### config.mk
export PLATFORM = sky130hd
export DESIGN_NAME = sorted_expiry_timer_list
export DESIGN_NICKNAME = d
export VERILOG_FILES = /design/src/design/setl_pkg.sv /design/src/design/setl_ram.sv /design/src/design/sorted_expiry_timer_list.sv
export SDC_FILE = /design/constraint.sdc
export NUM_CORES = 1
export LEC_CHECK = 0
export BUFFER_PORTS_ARGS = -buffer_cell sky130_fd_sc_hd__buf_4
export CORE_MARGIN = 2
export CORE_UTILIZATION = 31
export CTS_CLUSTER_DIAMETER = 150
export DETAILED_ROUTE_END_ITERATION = 16
export GPL_ROUTABILITY_DRIVEN = 0
export PLACE_DENSITY = 0.49
export REMOVE_ABC_BUFFERS = 1
export SLEW_MARGIN = 20
export SYNTH_ARGS = -nofsm -noshare
export SYNTH_HDL_FRONTEND = slang
export SYNTH_SLANG_ARGS = --single-unit
export TNS_END_PERCENT = 30
### constraint.sdc
create_clock -name clk -period 6.3 [get_ports clk]
set_input_delay 0.63 -clock clk [delete_from_list [all_inputs] [get_ports clk]]
set_output_delay 0.63 -clock clk [all_outputs]
set_load 0.02 [all_outputs]
### src/design/setl_pkg.sv
// Shared types and codes for the sorted expiry timer list.
package setl_pkg;

	localparam int TABLE_DEPTH_DEF = 16;
	localparam int EXPIRY_W        = 32;
	localparam int IDENT_W         = 16;
	localparam int PEND_W          = 5;

	typedef enum logic [1:0] {
		ACT_INSERT = 2'd0,
		ACT_CANCEL = 2'd1,
		ACT_TICK   = 2'd2,
		ACT_NOP    = 2'd3
	} action_t;

	typedef enum logic [1:0] {
		ST_ACCEPTED = 2'd0,
		ST_FULL     = 2'd1,
		ST_EXPIRED  = 2'd2,
		ST_NONE     = 2'd3
	} status_t;

	typedef enum logic [2:0] {
		S_IDLE,
		S_INS_RD,
		S_INS_CMP,
		S_CMP_RD,
		S_CMP_CHK,
		S_TICK_RD,
		S_TICK_CHK,
		S_FIN
	} seq_state_t;

	typedef struct packed {
		logic [EXPIRY_W-1:0] expiry;
		logic [IDENT_W-1:0]  ident;
	} setl_entry_t;

endpackage

### src/design/setl_ram.sv
// Single-write, single-read timer table storage with registered read data.
module setl_ram import setl_pkg::*; #(
	parameter int DEPTH = TABLE_DEPTH_DEF,
	parameter int AW    = (DEPTH > 1) ? $clog2(DEPTH) : 1
) (
	input  logic          clk,
	input  logic          wr_en,
	input  logic [AW-1:0] wr_addr,
	input  setl_entry_t   wr_data,
	input  logic [AW-1:0] rd_addr,
	output setl_entry_t   rd_data
);

	setl_entry_t mem_q [DEPTH];
	setl_entry_t rd_data_q;

	always_ff @(posedge clk) begin
		if (wr_en) begin
			mem_q[wr_addr] <= wr_data;
		end
	end

	always_ff @(posedge clk) begin
		rd_data_q <= mem_q[rd_addr];
	end

	assign rd_data = rd_data_q;

endmodule

### src/design/sorted_expiry_timer_list.sv
// Top level of the sorted expiry timer list: sequencer, shared compare and result register.
//
// Keeps up to TABLE_DEPTH pending timers in a table ordered by expiry second;
// equal expiries stay in arrival order.
// Request channel (req_valid / req_stall): action, expiry_time, timer_id,
// now_seconds. A request is taken when req_valid is high and req_stall low.
// req_stall is high while a request is in work, so one request at a time.
// Result channel (res_valid / res_stall): status, expired_id, pending_count,
// exactly one result per request, held steady while res_stall is high.
// Each request walks the table through its one read port and one write port, doing
// a read then a write for each entry it moves:
//   insert : moves each entry with a later expiry up one slot, then writes the new one
//   cancel : reads every entry and compacts those whose id does not match
//   tick   : reads the head and, when it is due, shifts the rest down by one
//   full insert, empty tick, no-op : no table access
// The result register frees the sequencer once it is loaded; a stalled
// result only holds the next request in its final state until it is taken.
// Reset (arst_n low) empties the table and drops any pending result; table
// contents need no clearing since only entries below the count are read.
module sorted_expiry_timer_list import setl_pkg::*; #(
	parameter int TABLE_DEPTH = TABLE_DEPTH_DEF
) (
	input  logic                clk,
	input  logic                arst_n,
	input  logic                req_valid,
	output logic                req_stall,
	input  logic [1:0]          action,
	input  logic [EXPIRY_W-1:0] expiry_time,
	input  logic [IDENT_W-1:0]  timer_id,
	input  logic [EXPIRY_W-1:0] now_seconds,
	output logic                res_valid,
	input  logic                res_stall,
	output logic [1:0]          status,
	output logic [IDENT_W-1:0]  expired_id,
	output logic [PEND_W-1:0]   pending_count
);

	localparam int AW = (TABLE_DEPTH > 1) ? $clog2(TABLE_DEPTH) : 1;
	localparam int CW = $clog2(TABLE_DEPTH + 1);
	localparam logic [CW-1:0] DEPTH_C = CW'(TABLE_DEPTH);

	seq_state_t state_q, state_d;
	action_t    act_in;
	action_t    op_q;

	logic [CW-1:0]       count_q;
	logic [CW-1:0]       pos_q;   // insert: entries still above the new slot
	logic [CW-1:0]       pos_m1;
	logic [CW-1:0]       rd_q;    // compaction read pointer
	logic [CW-1:0]       wr_q;    // compaction write pointer
	logic [EXPIRY_W-1:0] key_q;   // insert expiry or tick time
	logic [IDENT_W-1:0]  id_q;
	status_t             fin_status_q;
	logic [IDENT_W-1:0]  fin_id_q;

	logic                res_valid_q;
	status_t             res_status_q;
	logic [IDENT_W-1:0]  res_id_q;
	logic [PEND_W-1:0]   res_count_q;

	logic        req_take;
	logic        res_free;
	logic        cmp_gt;
	logic        drop;

	logic        ram_we;
	logic [AW-1:0] ram_waddr;
	logic [AW-1:0] ram_raddr;
	setl_entry_t ram_wdata;
	setl_entry_t ram_rdata;
	setl_entry_t new_entry;

	setl_ram #(
		.DEPTH (TABLE_DEPTH),
		.AW    (AW)
	) u_ram (
		.clk     (clk),
		.wr_en   (ram_we),
		.wr_addr (ram_waddr),
		.wr_data (ram_wdata),
		.rd_addr (ram_raddr),
		.rd_data (ram_rdata)
	);

	assign act_in    = action_t'(action);
	assign req_stall = (state_q != S_IDLE);
	assign req_take  = req_valid && !req_stall;
	assign res_free  = !res_valid_q || !res_stall;
	assign pos_m1    = pos_q - 1'b1;

	// the one shared comparator: insert walks while entry > new expiry,
	// a tick expires the head when !(head > now)
	assign cmp_gt = (ram_rdata.expiry > key_q);
	assign drop   = (op_q == ACT_CANCEL) && (ram_rdata.ident == id_q);

	assign new_entry.expiry = key_q;
	assign new_entry.ident  = id_q;

	// next state
	always_comb begin
		state_d = state_q;
		case (state_q)
			S_IDLE: begin
				if (req_take) begin
					case (act_in)
						ACT_INSERT: state_d = (count_q >= DEPTH_C) ? S_FIN : S_INS_RD;
						ACT_CANCEL: state_d = S_CMP_RD;
						ACT_TICK:   state_d = (count_q == '0) ? S_FIN : S_TICK_RD;
						default:    state_d = S_FIN;
					endcase
				end
			end
			S_INS_RD:   state_d = (pos_q == '0) ? S_FIN : S_INS_CMP;
			S_INS_CMP:  state_d = cmp_gt ? S_INS_RD : S_FIN;
			S_CMP_RD:   state_d = (rd_q == count_q) ? S_FIN : S_CMP_CHK;
			S_CMP_CHK:  state_d = S_CMP_RD;
			S_TICK_RD:  state_d = S_TICK_CHK;
			S_TICK_CHK: state_d = cmp_gt ? S_FIN : S_CMP_RD;
			S_FIN:      state_d = res_free ? S_IDLE : S_FIN;
			default:    state_d = S_IDLE;
		endcase
	end

	// table port control
	always_comb begin
		ram_we    = 1'b0;
		ram_waddr = pos_q[AW-1:0];
		ram_wdata = new_entry;
		ram_raddr = rd_q[AW-1:0];
		case (state_q)
			S_INS_RD: begin
				if (pos_q == '0) begin
					ram_we    = 1'b1;
					ram_waddr = '0;
				end else begin
					ram_raddr = pos_m1[AW-1:0];
				end
			end
			S_INS_CMP: begin
				ram_we    = 1'b1;
				ram_wdata = cmp_gt ? ram_rdata : new_entry;
			end
			S_CMP_CHK: begin
				ram_we    = !drop;
				ram_waddr = wr_q[AW-1:0];
				ram_wdata = ram_rdata;
			end
			S_TICK_RD: ram_raddr = '0;
			default: ;
		endcase
	end

	always_ff @(posedge clk or negedge arst_n) begin
		if (!arst_n) begin
			state_q <= S_IDLE;
			count_q <= '0;
		end else begin
			state_q <= state_d;
			case (state_q)
				S_INS_RD: begin
					if (pos_q == '0) begin
						count_q <= count_q + 1'b1;
					end
				end
				S_INS_CMP: begin
					if (!cmp_gt) begin
						count_q <= count_q + 1'b1;
					end
				end
				S_CMP_RD: begin
					if (rd_q == count_q) begin
						count_q <= wr_q;
					end
				end
				default: ;
			endcase
		end
	end

	// sequencer datapath
	always_ff @(posedge clk) begin
		case (state_q)
			S_IDLE: begin
				if (req_take) begin
					op_q     <= act_in;
					key_q    <= (act_in == ACT_INSERT) ? expiry_time : now_seconds;
					id_q     <= timer_id;
					pos_q    <= count_q;
					rd_q     <= '0;
					wr_q     <= '0;
					fin_id_q <= '0;
					fin_status_q <= (act_in == ACT_INSERT && count_q >= DEPTH_C) ?
						ST_FULL : ST_NONE;
				end
			end
			S_INS_RD: begin
				if (pos_q == '0) begin
					fin_status_q <= ST_ACCEPTED;
				end
			end
			S_INS_CMP: begin
				if (cmp_gt) begin
					pos_q <= pos_m1;
				end else begin
					fin_status_q <= ST_ACCEPTED;
				end
			end
			S_CMP_RD: begin
				if (rd_q == count_q) begin
					if (op_q == ACT_TICK) begin
						fin_status_q <= ST_EXPIRED;
					end else begin
						fin_status_q <= (wr_q != count_q) ? ST_ACCEPTED : ST_NONE;
					end
				end
			end
			S_CMP_CHK: begin
				rd_q <= rd_q + 1'b1;
				if (!drop) begin
					wr_q <= wr_q + 1'b1;
				end
			end
			S_TICK_CHK: begin
				// head expired: report it, then shift the rest down by one
				if (!cmp_gt) begin
					fin_id_q <= ram_rdata.ident;
					rd_q     <= CW'(1);
					wr_q     <= '0;
				end
			end
			default: ;
		endcase
	end

	// result register
	always_ff @(posedge clk or negedge arst_n) begin
		if (!arst_n) begin
			res_valid_q <= 1'b0;
		end else if (state_q == S_FIN && res_free) begin
			res_valid_q <= 1'b1;
		end else if (!res_stall) begin
			res_valid_q <= 1'b0;
		end
	end

	always_ff @(posedge clk) begin
		if (state_q == S_FIN && res_free) begin
			res_status_q <= fin_status_q;
			res_id_q     <= fin_id_q;
			res_count_q  <= PEND_W'(count_q);
		end
	end

	assign res_valid     = res_valid_q;
	assign status        = res_status_q;
	assign expired_id    = res_id_q;
	assign pending_count = res_count_q;

`ifndef SYNTH
	a_count_bound: assert property (@(posedge clk) disable iff (!arst_n)
		count_q <= DEPTH_C)
		else $error("timer count above table depth");

	a_take_busy: assert property (@(posedge clk) disable iff (!arst_n)
		req_take |=> state_q != S_IDLE)
		else $error("request taken but sequencer idle");

	a_ins_ptr: assert property (@(posedge clk) disable iff (!arst_n)
		state_q == S_INS_CMP |-> (pos_q != '0 && pos_q <= count_q))
		else $error("insert pointer out of range");

	a_id_zero: assert property (@(posedge clk) disable iff (!arst_n)
		(res_valid && status != ST_EXPIRED) |-> expired_id == '0)
		else $error("expired id set without expiry");
`endif

endmodule

## After elaboration in Yosys (flattened, before gate mapping)

Memories as Yosys holds them, arrays and structs flattened. A register that Yosys moved wholly into a read port is not among the register bits.
Cells that the tools add are included.

| cells by class | value |
|---|---|
| $add $sub $neg | 4 |
| $lt $le $gt $ge | 2 |
| equal/unequal tests | 22 |
| multiplexer cells | 47 |
| reduce and logical (&&, ||, !) cells | 26 |

Operators with widths:

| kind | number |
|---|---|
| 48-bit one-hot mux with 2 select lines | 1 |
| 48-bit two-way mux | 1 |
| 5-bit two-way mux | 9 |
| 5-bit one-hot mux with 3 select lines | 3 |
| 32-bit greater-than comparator | 1 |
| 16-bit two-way mux | 2 |
| 32-bit two-way mux | 1 |
| 16-bit one-hot mux with 2 select lines | 1 |
| 3-bit one-hot mux with 8 select lines | 1 |
| 2-bit two-way mux | 9 |
| 3-bit two-way mux | 6 |
| 16-bit == test | 1 |
| 4-bit one-hot mux with 2 select lines | 2 |
| 5-bit by 1-bit adder with 5-bit output, second input constant | 3 |
| 2-bit != test, second input constant | 7 |
| 3-bit == test, second input constant | 4 |
| 5-bit zero test | 2 |
| 5-bit one-hot mux with 2 select lines | 1 |
| 3-bit one-hot mux with 3 select lines | 1 |
| 3-bit AND reduction | 3 |
| 3-bit nonzero test | 3 |
| 4-bit two-way mux | 2 |
| 2-bit one-hot mux with 4 select lines | 1 |
| 4-bit AND reduction | 2 |
| other kinds (20) | 34 |

| storage, ports and cells | value |
|---|---|
| register bits after elaboration | 115 |
| memory bits (writable) | 768 |
| input bits | 86 |
| output and inout bits | 25 |
| logic and storage cells | 116 |
| memories kept | 1 |

Memories:

| name | words | bits a word | rd ports | clocked after Yosys merged registers in | write ports | line | RTL |
|---|---|---|---|---|---|---|---|
| u_ram.mem_q | 16 | 48 | 1 | 1 | 1 | setl_ram.sv:14 | `setl_entry_t mem_q [DEPTH];` |

## Longest topological paths before layout

Gate-level depths: netlist (run 1).

| depth | value |
|---|---|
| depth in word-level cells | 6 |
| mapped depth | 12 |
| gate-level depth less buffers | 9 |

## Cells and area by module

From an unflattened synthesis (run 1), not the netlist that was laid out.

| unflattened totals | value |
|---|---|
| cells, all modules | 1793 |
| area, all modules | 36359.9 um^2 |

By module, submodules not included:

| module | instances | cells an instance | area each (um^2) | sequential area each (um^2) |
|---|---|---|---|---|
| setl_ram | 1 | 1242 | 29691.0 | 24023.0 |
| sorted_expiry_timer_list | 1 | 551 | 6668.9 | 3408.3 |

## Worst setup path before layout (run 1)

Ideal clock, no wire load.

| timing path | value |
|---|---|
| path type | register to register |
| start | reg pos_q[0] |
| end | mem u_ram.mem_q[8][0] (netlist name) (enable) |
| setup time | 0.454 ns |
| arrival | 4.092 ns |
| data required time | 5.846 ns |
| path slack | 1.754 ns |
| stages on the path, launching flop included | 10 |
| path through | edfxtp_1 > inv_1 > ha_1 > nor4b_4 > nand2_1 > nor2_1 > o21ai_0 > o32a_1 > or2_2 > nor2_1 |

| between the ends | value |
|---|---|
| cells in the longest elaborated chain, start to end | 5 |
| elaborated cells between the ends (all ways) | 7 |
| classes of those cells | 6 x mux; 1 x reduce/logical |

Ends and longest elaborated chain:

| what | line | RTL |
|---|---|---|
| from (decl) | sorted_expiry_timer_list.sv:47 | `logic [CW-1:0] pos_q;` |
| from (signal assigned) | sorted_expiry_timer_list.sv:188 | `pos_q <= count_q;` |
| from (signal assigned) | sorted_expiry_timer_list.sv:203 | `pos_q <= pos_m1;` |
| 5-bit zero test | sorted_expiry_timer_list.sv:132 | `if (pos_q == '0) begin` |
| 1-bit two-way mux | sorted_expiry_timer_list.sv:132 |  |
| 1-bit one-hot mux with 3 select lines | sorted_expiry_timer_list.sv:130 | `case (state_q)` |
| 1-bit two-way mux | setl_ram.sv:18 | `if (wr_en) begin` |
| 1-bit two-way mux (not written as such) | setl_ram.sv:19 | `mem_q[wr_addr] <= wr_data;` |
| to (decl) | setl_ram.sv:14 |  |

Several ways; a longest one is shown, not always the timed one.

==> summary.md, run 1 <==
| Metric | Value |
|---|---|
| Slew Limit Fails | `0` |
| Syn Inst Count | `2485` |
| Routed vias | `21.8k` |
| Die Y | `354 um` |
| VDD IR max | `0.505 mV` |
| Total grt overflow | `0` |
| Critical path's slowest cell | `nor4_1` |
| Worst hold-check path type | `input port to flop` |
| Worst Path Required | `between 6 and 7 ns` |
| PD cells | `516 nW/um^2` |
| Die span in x | `roughly 350 um` |
| Final worst path period need | `4.49 ns` |
| Fraction of layout cells with a size suffix above 1 | `18.4%` |
| Top Ports | `111` |
| Asr flop ratio synth | `less than 1%` |
| Worst-case reg-to-reg path depth | `9` |
| Final worst path period share | `71.2%` |
| Initial antenna violation count | `1` |
| Inst Count DP | `4120` |
| Worst setup path startpoint | `key_q[27]$_DFFE_PP_` |
| Startpoint types | `flop` |
| CTS buffer count | `approximately 100` |
| Crit Path Category | `flop to flop` |
| Post-route ant nets | `0` |
| Placement Setup Slack | `1.79 ns` |
| Initial Util | `between 30% and 40%` |
| CTS tree | `yes` |
| Critical Path Fanout Max | `29` |
| Pre-Repair DR Iteration Count | `6` |
| Final std cells w/o fill | `4313` |
| Final Cell Area | `44000 um^2` |
| MaxCap Viol Count | `0` |
| Die area | `about 130000 um^2` |
| Setup repair after global routing missed its margin | `false` |
| Final setup viols | `0` |
| Vias in the first global route | `between 20k and 25k` |
| Clock root buffer | `clkbuf_16` |
| Final worst slack | `1.81 ns` |
| Clock transition at path regs | `approximately 0.06 ns` |
| Most used DFF post-synth | `edfxtp_1` |
| PortBufs | `between 100 and 150` |
| Cell breakdown of the critical path | `inv_1 > ha_1 > nand4_1 > nor4_1 > nand3_1 > a22oi_2 > o31ai_4 > buf_4 > mux2_2` |
| Post-synth EDFFs | `between 800 and 900` |
| H-tree levels | `3` |
| DRC errors left | `0` |
| Placed cell area | `40700 um^2` |
| Total GRT Usage | `15.8%` |
| Clock Path Buffers | `3` |
| Drt wl/cell | `23.4 um` |
| Synth unique cells | `55` |
| Core box area | `122000 um^2` |
| CP endpoint | `u_ram.mem_q[5][42]$_DFFE_PP_` |
| Reg-to-reg critical path startpoint | `key_q[27]$_DFFE_PP_` |
| Final wirelength | `101 mm` |
| Avg Vias per Cell | `5.05` |
| Cts repair resizes | `0` |
| Register bit total from synthesis | `931` |
| P&R area growth vs syn | `16.0%` |
| Register-to-register setup slack | `between 1.5 and 2 ns` |
| Synth Cell Area | `38000 um^2` |
| Pin count of the biggest net entering global routing | `140` |
| CTS Sinks | `roughly 930` |
| Mean Syn Cell Area | `15.3 um^2` |
| Fin nets | `2723` |
| Max transition margin | `23.1%` |
| Total setup buffers inserted after CTS | `0` |
| Sum Neg Setup Slack | `0 ns` |
| F_max | `223 MHz` |
| Dpl hpwl | `53.8 mm` |
| Crit. End Element | `flop` |
| Synth Warn # | `0` |
| Outcome | `finished, final reports clean` |
| Max stage delay on crit path | `0.91 ns` |
| Worst-Margin Slew | `1.15 ns` |
| Row count | `128` |
| Register area share after synthesis | `72.2%` |
| # diodes | `0` |
| Worst Skew | `0.0355 ns` |
| Crit path DAT | `4.86 ns` |
| Reg-to-reg critical path endpoint | `u_ram.mem_q[5][42]$_DFFE_PP_` |
| Final hold slack | `0.124 ns` |
| Initial DRC count | `around 2.0k` |
| Final Hold Fails | `0` |
| First-pass GRT wire length | `149 mm` |
| Lkg Pwr | `14.9 nW` |
| Worst-skew pair later-pin latency | `0.69 ns` |
-- state kept, by name, indices dropped and copies added, names as in the netlist, 5 cells and up --
signal         cells
id_q              16
rd_q               5
u_ram.mem_q      768
fin_id_q          16
pos_q              5
expired_id        16
pending_count      5
wr_q               5
key_q             32
u_ram.rd_data     48
count_q            5
-- cells in the mapped netlist (all sizes together) (18+ instances only) --
master / count / share of area, %
edfxtp: 874 / 69
a21oi: 30 / 0.40
a221o: 48 / 1.3
xnor2: 22 / 0.51
o32ai: 49 / 1.1
inv: 47 / 0.46
nand2: 319 / 3.2
ha: 37 / 1.2
dfxtp: 48 / 2.5
and2: 144 / 2.4
clkbuf: 66 / 0.66
and3: 66 / 1.1
o21ai: 18 / 0.24
mux2: 130 / 3.9
mux2i: 99 / 2.6
buf: 90 / 1.7
a211oi: 148 / 3.2
a31oi: 98 / 1.6
nor2: 47 / 0.46
-- critical path, delay by kind of cell (launching register included) --
kind / cells / cell delay, ns
compound gates: 2 / 0.83
flops: 1 / 0.40
simple gates: 3 / 1.60
buf+inv: 2 / 0.42
mux: 1 / 0.52
fa+ha+maj: 1 / 0.31
-- what timing repair did --
action	4_1_cts	5_1_grt
hold endpoints to repair	9	0
hold buffers	1	0
setup endpoints to repair	0	0
-- worst min path at each step --
stage | startpoint | end | slack (ns) | depth (start not counted)
6_report | timer_id[8] | id_q[8]$_DFFE_PP_ | 0.12 | 1
5_1_grt | timer_id[8] | id_q[8]$_DFFE_PP_ | 0.09 | 1
4_1_cts | timer_id[8] | id_q[8]$_DFFE_PP_ | 0.07 | 1
3_5_place_dp | fin_id_q[4]$_SDFFCE_PN0P_ | expired_id[4]$_DFFE_PP_ | 0.41 | 0
3_3_place_gp | fin_id_q[9]$_SDFFCE_PN0P_ | expired_id[9]$_DFFE_PP_ | 0.40 | 0
2_1_floorplan | arst_n | count_q[0]$_DFFE_PN0P_ | 0.33 | 0
-- placed cells by master, fill, tap and decap left out, drive strengths merged, types with 50 or more instances in the layout --
cell    count
a31oi      98
and3       66
edfxtp    874
and2      144
mux2i      99
nand2     319
clkbuf    141
mux2      130
a211oi    148
buf       167
inv        50
-- logic make-up (layout without fill, tap and decap cells) --
family	Yosys count	in the layout	share of synthesized area [%]
AND/OR/NAND/NOR	628	628	7.91
multiplexers	229	229	6.46
adder cells (fa/ha/maj)	37	37	1.22
XOR/XNOR	35	35	0.807
buffers and inverters	203	406	2.79
AO/OA/AOI/OAI	422	422	8.56
flip-flops	931	931	72.2
-- report_power, final --
part / internal [W] / leakage, nW / switching, W
sequential: 0.00829 / 8.41 / 0.000430
clock: 0.00338 / 1.60 / 0.00249
combinational: 0.00286 / 4.87 / 0.00529
-- cell type report --
class / instances / area, um^2
clock buffers: 141 / 2770
clock inverters: 50 / 534
fillers: 11529 / 77700
inverters: 47 / 176
multi-input cells: 1351 / 9670
flip-flops and latches: 931 / 27400
well taps: 1625 / 2030
repair buffers: 168 / 1420
-- routing by layer --
layer  track usage, %  vias to the layer above  routed length, um
li1                 -                     9816                  -
met1             22.4                    11177              46300
met2             25.6                      649              47500
met3             2.16                      148               5010
met4             3.97                        0               2050
met5                0                        -                  0
-- through the flow --
step | utilization (%) | power (W)
floorplan | - | 0.0138
global placement | 33.4 | 0.0169
detailed placement | 33.4 | 0.0170
CTS | 36.2 | 0.0230
global route | 36.2 | 0.0239
finish | 36.2 | 0.0227
Power figures use the tool's default switching activity.
==> run 2, diff against run 1 <==
- PLACE_DENSITY: 0.49 -> 0.51
- clock period: 6.3 -> 4 ns (I/O delays scaled with it)
==> run 2 against run 1 <==
- setup slack worse by 1.6 ns
- sequential power is 57% higher
- clock power is 56% higher
- die area stayed put
- final cell count grew 0.77%
- flip-flop and latch count is the same
- worst hold slack got worse by 0.070 ns
- count of clock-buffer cells in the layout fell by 6
- non-clock buffer count rose by 37
- clock skew is 0.0052 ns lower
- critical path depth up 2
- fmax increased by 18%
- critical path type unchanged
- largest power group unchanged
==> summary.md, run 2 (synthesis gave the netlist of run 1 again) <==
| Metric | Value |
|---|---|
| Outcome | `finished, final reports clean (unchanged)` |
| Most common cell after layout, fill and taps aside | `edfxtp_1 (unchanged)` |
| PD cells | `806 nW/um^2 (was 516 nW/um^2)` |
| Worst Path Required | `4.37 ns (was 6.68 ns)` |
| Core box area | `122000 um^2 (unchanged)` |
| Most frequent cells in the layout | `edfxtp_1 (874), nand2_1 (317), buf_4 (140), mux2_2 (130), a211oi_1 (128) (was edfxtp_1 (874), nand2_1 (317), buf_4 (155), mux2_2 (130), a211oi_1 (128))` |
| Initial Util | `31.2% (unchanged)` |
| Setup repair after global routing missed its margin | `false (unchanged)` |
| Drt wl/cell | `23.0 um (was 23.4 um)` |
| Crit. End Element | `flop (unchanged)` |
| Top Ports | `111 (unchanged)` |
| Register-to-register setup slack | `0.19 ns (was 1.81 ns)` |
| Dpl hpwl | `51.6 mm (was 53.8 mm)` |
| Final Hold Fails | `0 (unchanged)` |
| Fraction of layout cells with a size suffix above 1 | `18.8% (was 18.4%)` |
| Vias in the first global route | `21.5k (was 21.7k)` |
| Row count | `128 (unchanged)` |
| Worst-skew pair later-pin latency | `0.67 ns (was 0.69 ns)` |
| P&R area growth vs syn | `17.8% (was 16.0%)` |
| MaxCap Viol Count | `0 (unchanged)` |
| Cts repair resizes | `0 (unchanged)` |
| Die area | `125000 um^2 (unchanged)` |
| # diodes | `0 (unchanged)` |
| First-pass GRT wire length | `144 mm (was 149 mm)` |
| Crit Path Category | `flop to flop (unchanged)` |
| VDD IR max | `0.572 mV (was 0.505 mV)` |
| Sum Neg Setup Slack | `0 ns (unchanged)` |
| Final Cell Area | `44700 um^2 (was 44000 um^2)` |
| Critical Path Fanout Max | `48 (was 29)` |
| Final std cells w/o fill | `4346 (was 4313)` |
| Clock root buffer | `clkbuf_16 (unchanged)` |
| Fin nets | `2758 (was 2723)` |
| Total setup buffers inserted after CTS | `0 (unchanged)` |
| Die span in x | `354 um (unchanged)` |
| Final setup viols | `0 (unchanged)` |
| PortBufs | `110 (unchanged)` |
| Worst-Margin Slew | `0.777 ns (was 1.15 ns)` |
| H-tree levels | `3 (unchanged)` |
| Clock transition at path regs | `0.06 ns (about the same)` |
| Avg Vias per Cell | `4.99 (was 5.05)` |
| Crit path DAT | `4.18 ns (was 4.86 ns)` |
| Total GRT Usage | `15.6% (was 15.8%)` |
| Inst Count DP | `4139 (was 4120)` |
| Initial antenna violation count | `3 (was 1)` |
| Die Y | `354 um (unchanged)` |
| Clock Path Buffers | `3 (unchanged)` |
| Worst hold-check path type | `input port to flop (unchanged)` |
| CTS tree | `yes (unchanged)` |
| Max FFs per register | `768 (unchanged)` |
| Pre-Repair DR Iteration Count | `5 (was 6)` |
| CTS Hold Bufs | `20 (was 1)` |
| Placed cell area | `41300 um^2 (was 40700 um^2)` |
| Worst Skew | `0.0303 ns (was 0.0355 ns)` |
| Total grt overflow | `0 (unchanged)` |
| CTS Sinks | `931 (unchanged)` |
| Final wirelength | `99.9 mm (was 101 mm)` |
| Startpoint types | `flop (unchanged)` |
| F_max | `262 MHz (was 223 MHz)` |
| Post-route ant nets | `0 (unchanged)` |
| CTS buffer count | `99 (was 101)` |
| Fin util | `36.7% (was 36.2%)` |
| Final worst path period need | `3.81 ns (was 4.49 ns)` |
| Final worst path period share | `95.3% (was 71.2%)` |
| DRC errors left | `0 (unchanged)` |
| Initial DRC count | `1833 (was 1984)` |
| Max transition margin | `47.8% (was 23.1%)` |
| Slew Limit Fails | `0 (unchanged)` |
| Lkg Pwr | `15.1 nW (was 14.9 nW)` |
| Routed vias | `21.7k (was 21.8k)` |
| Pin count of the biggest net entering global routing | `134 (was 140)` |
| Largest Register | `u_ram.mem_q (unchanged)` |
## run 2: area by class of cell
cell class | count | area, um^2
Clock inverter | 52 | 547
Fill cell | 11475 | 77000
Clock buffer | 135 | 2720
Sequential cell | 931 | 27400
Multi-Input combinational cell | 1351 | 9670
Timing Repair Buffer | 205 | 2150
Inverter | 47 | 176
Tap cell | 1625 | 2030
## run 2: critical path, cell delays in order, from the launching register on
cell and delay [ns]:
edfxtp_1 0.36, inv_1 0.05, ha_1 0.31, nand4_1 0.25
nor4_1 0.60, buf_4 0.22, inv_1 0.04, a21oi_1 0.14
a22oi_2 0.21, o31ai_4 0.34, buf_12 0.34, mux2_2 0.52
## run 2: path summary, 6_finish.rpt
kind / from / to / depth (start not counted)
setup reg to reg: key_q[27]$_DFFE_PP_ / u_ram.mem_q[9][42]$_DFFE_PP_ / 11
max in group asynchronous: arst_n / count_q[4]$_DFFE_PN0P_ / 2
hold / removal: now_seconds[2] / key_q[2]$_DFFE_PP_ / 2
setup / recovery: key_q[27]$_DFFE_PP_ / u_ram.mem_q[9][42]$_DFFE_PP_ / 11
hold reg to reg: fin_id_q[0]$_SDFFCE_PN0P_ / expired_id[0]$_DFFE_PP_ / 0
min in group asynchronous: arst_n / state_q[1]$_DFFE_PN0N_ / 2
## run 2: metal layers
metal | global-route usage (%) | up-vias | share of wire (%)
met5 | 0 | - | 0
met4 | 5.18 | 0 | 2.8
met3 | 2.30 | 157 | 5.0
met2 | 25.3 | 614 | 47
met1 | 21.4 | 11013 | 45
li1 | - | 9882 | -
## run 2: power by group
part	internal, W	switching, W	total, W
combinational	0.00488	0.00832	0.0132
clock	0.00541	0.00373	0.00915
sequential	0.0130	0.000649	0.0137
total	0.0233	0.0127	0.0360
## run 2: through the flow
stage / power [W] / hold WS (ns) / setup slack [ns]
after floorplan: 0.0201 / 0.104 / -14.57
after global placement: 0.0268 / 0.235 / 0.268
after detailed placement: 0.0271 / 0.238 / 0.217
after CTS: 0.0363 / 0.0138 / 0.190
after global routing: 0.0379 / 0.0292 / 0.0547
final: 0.0360 / 0.0537 / 0.189
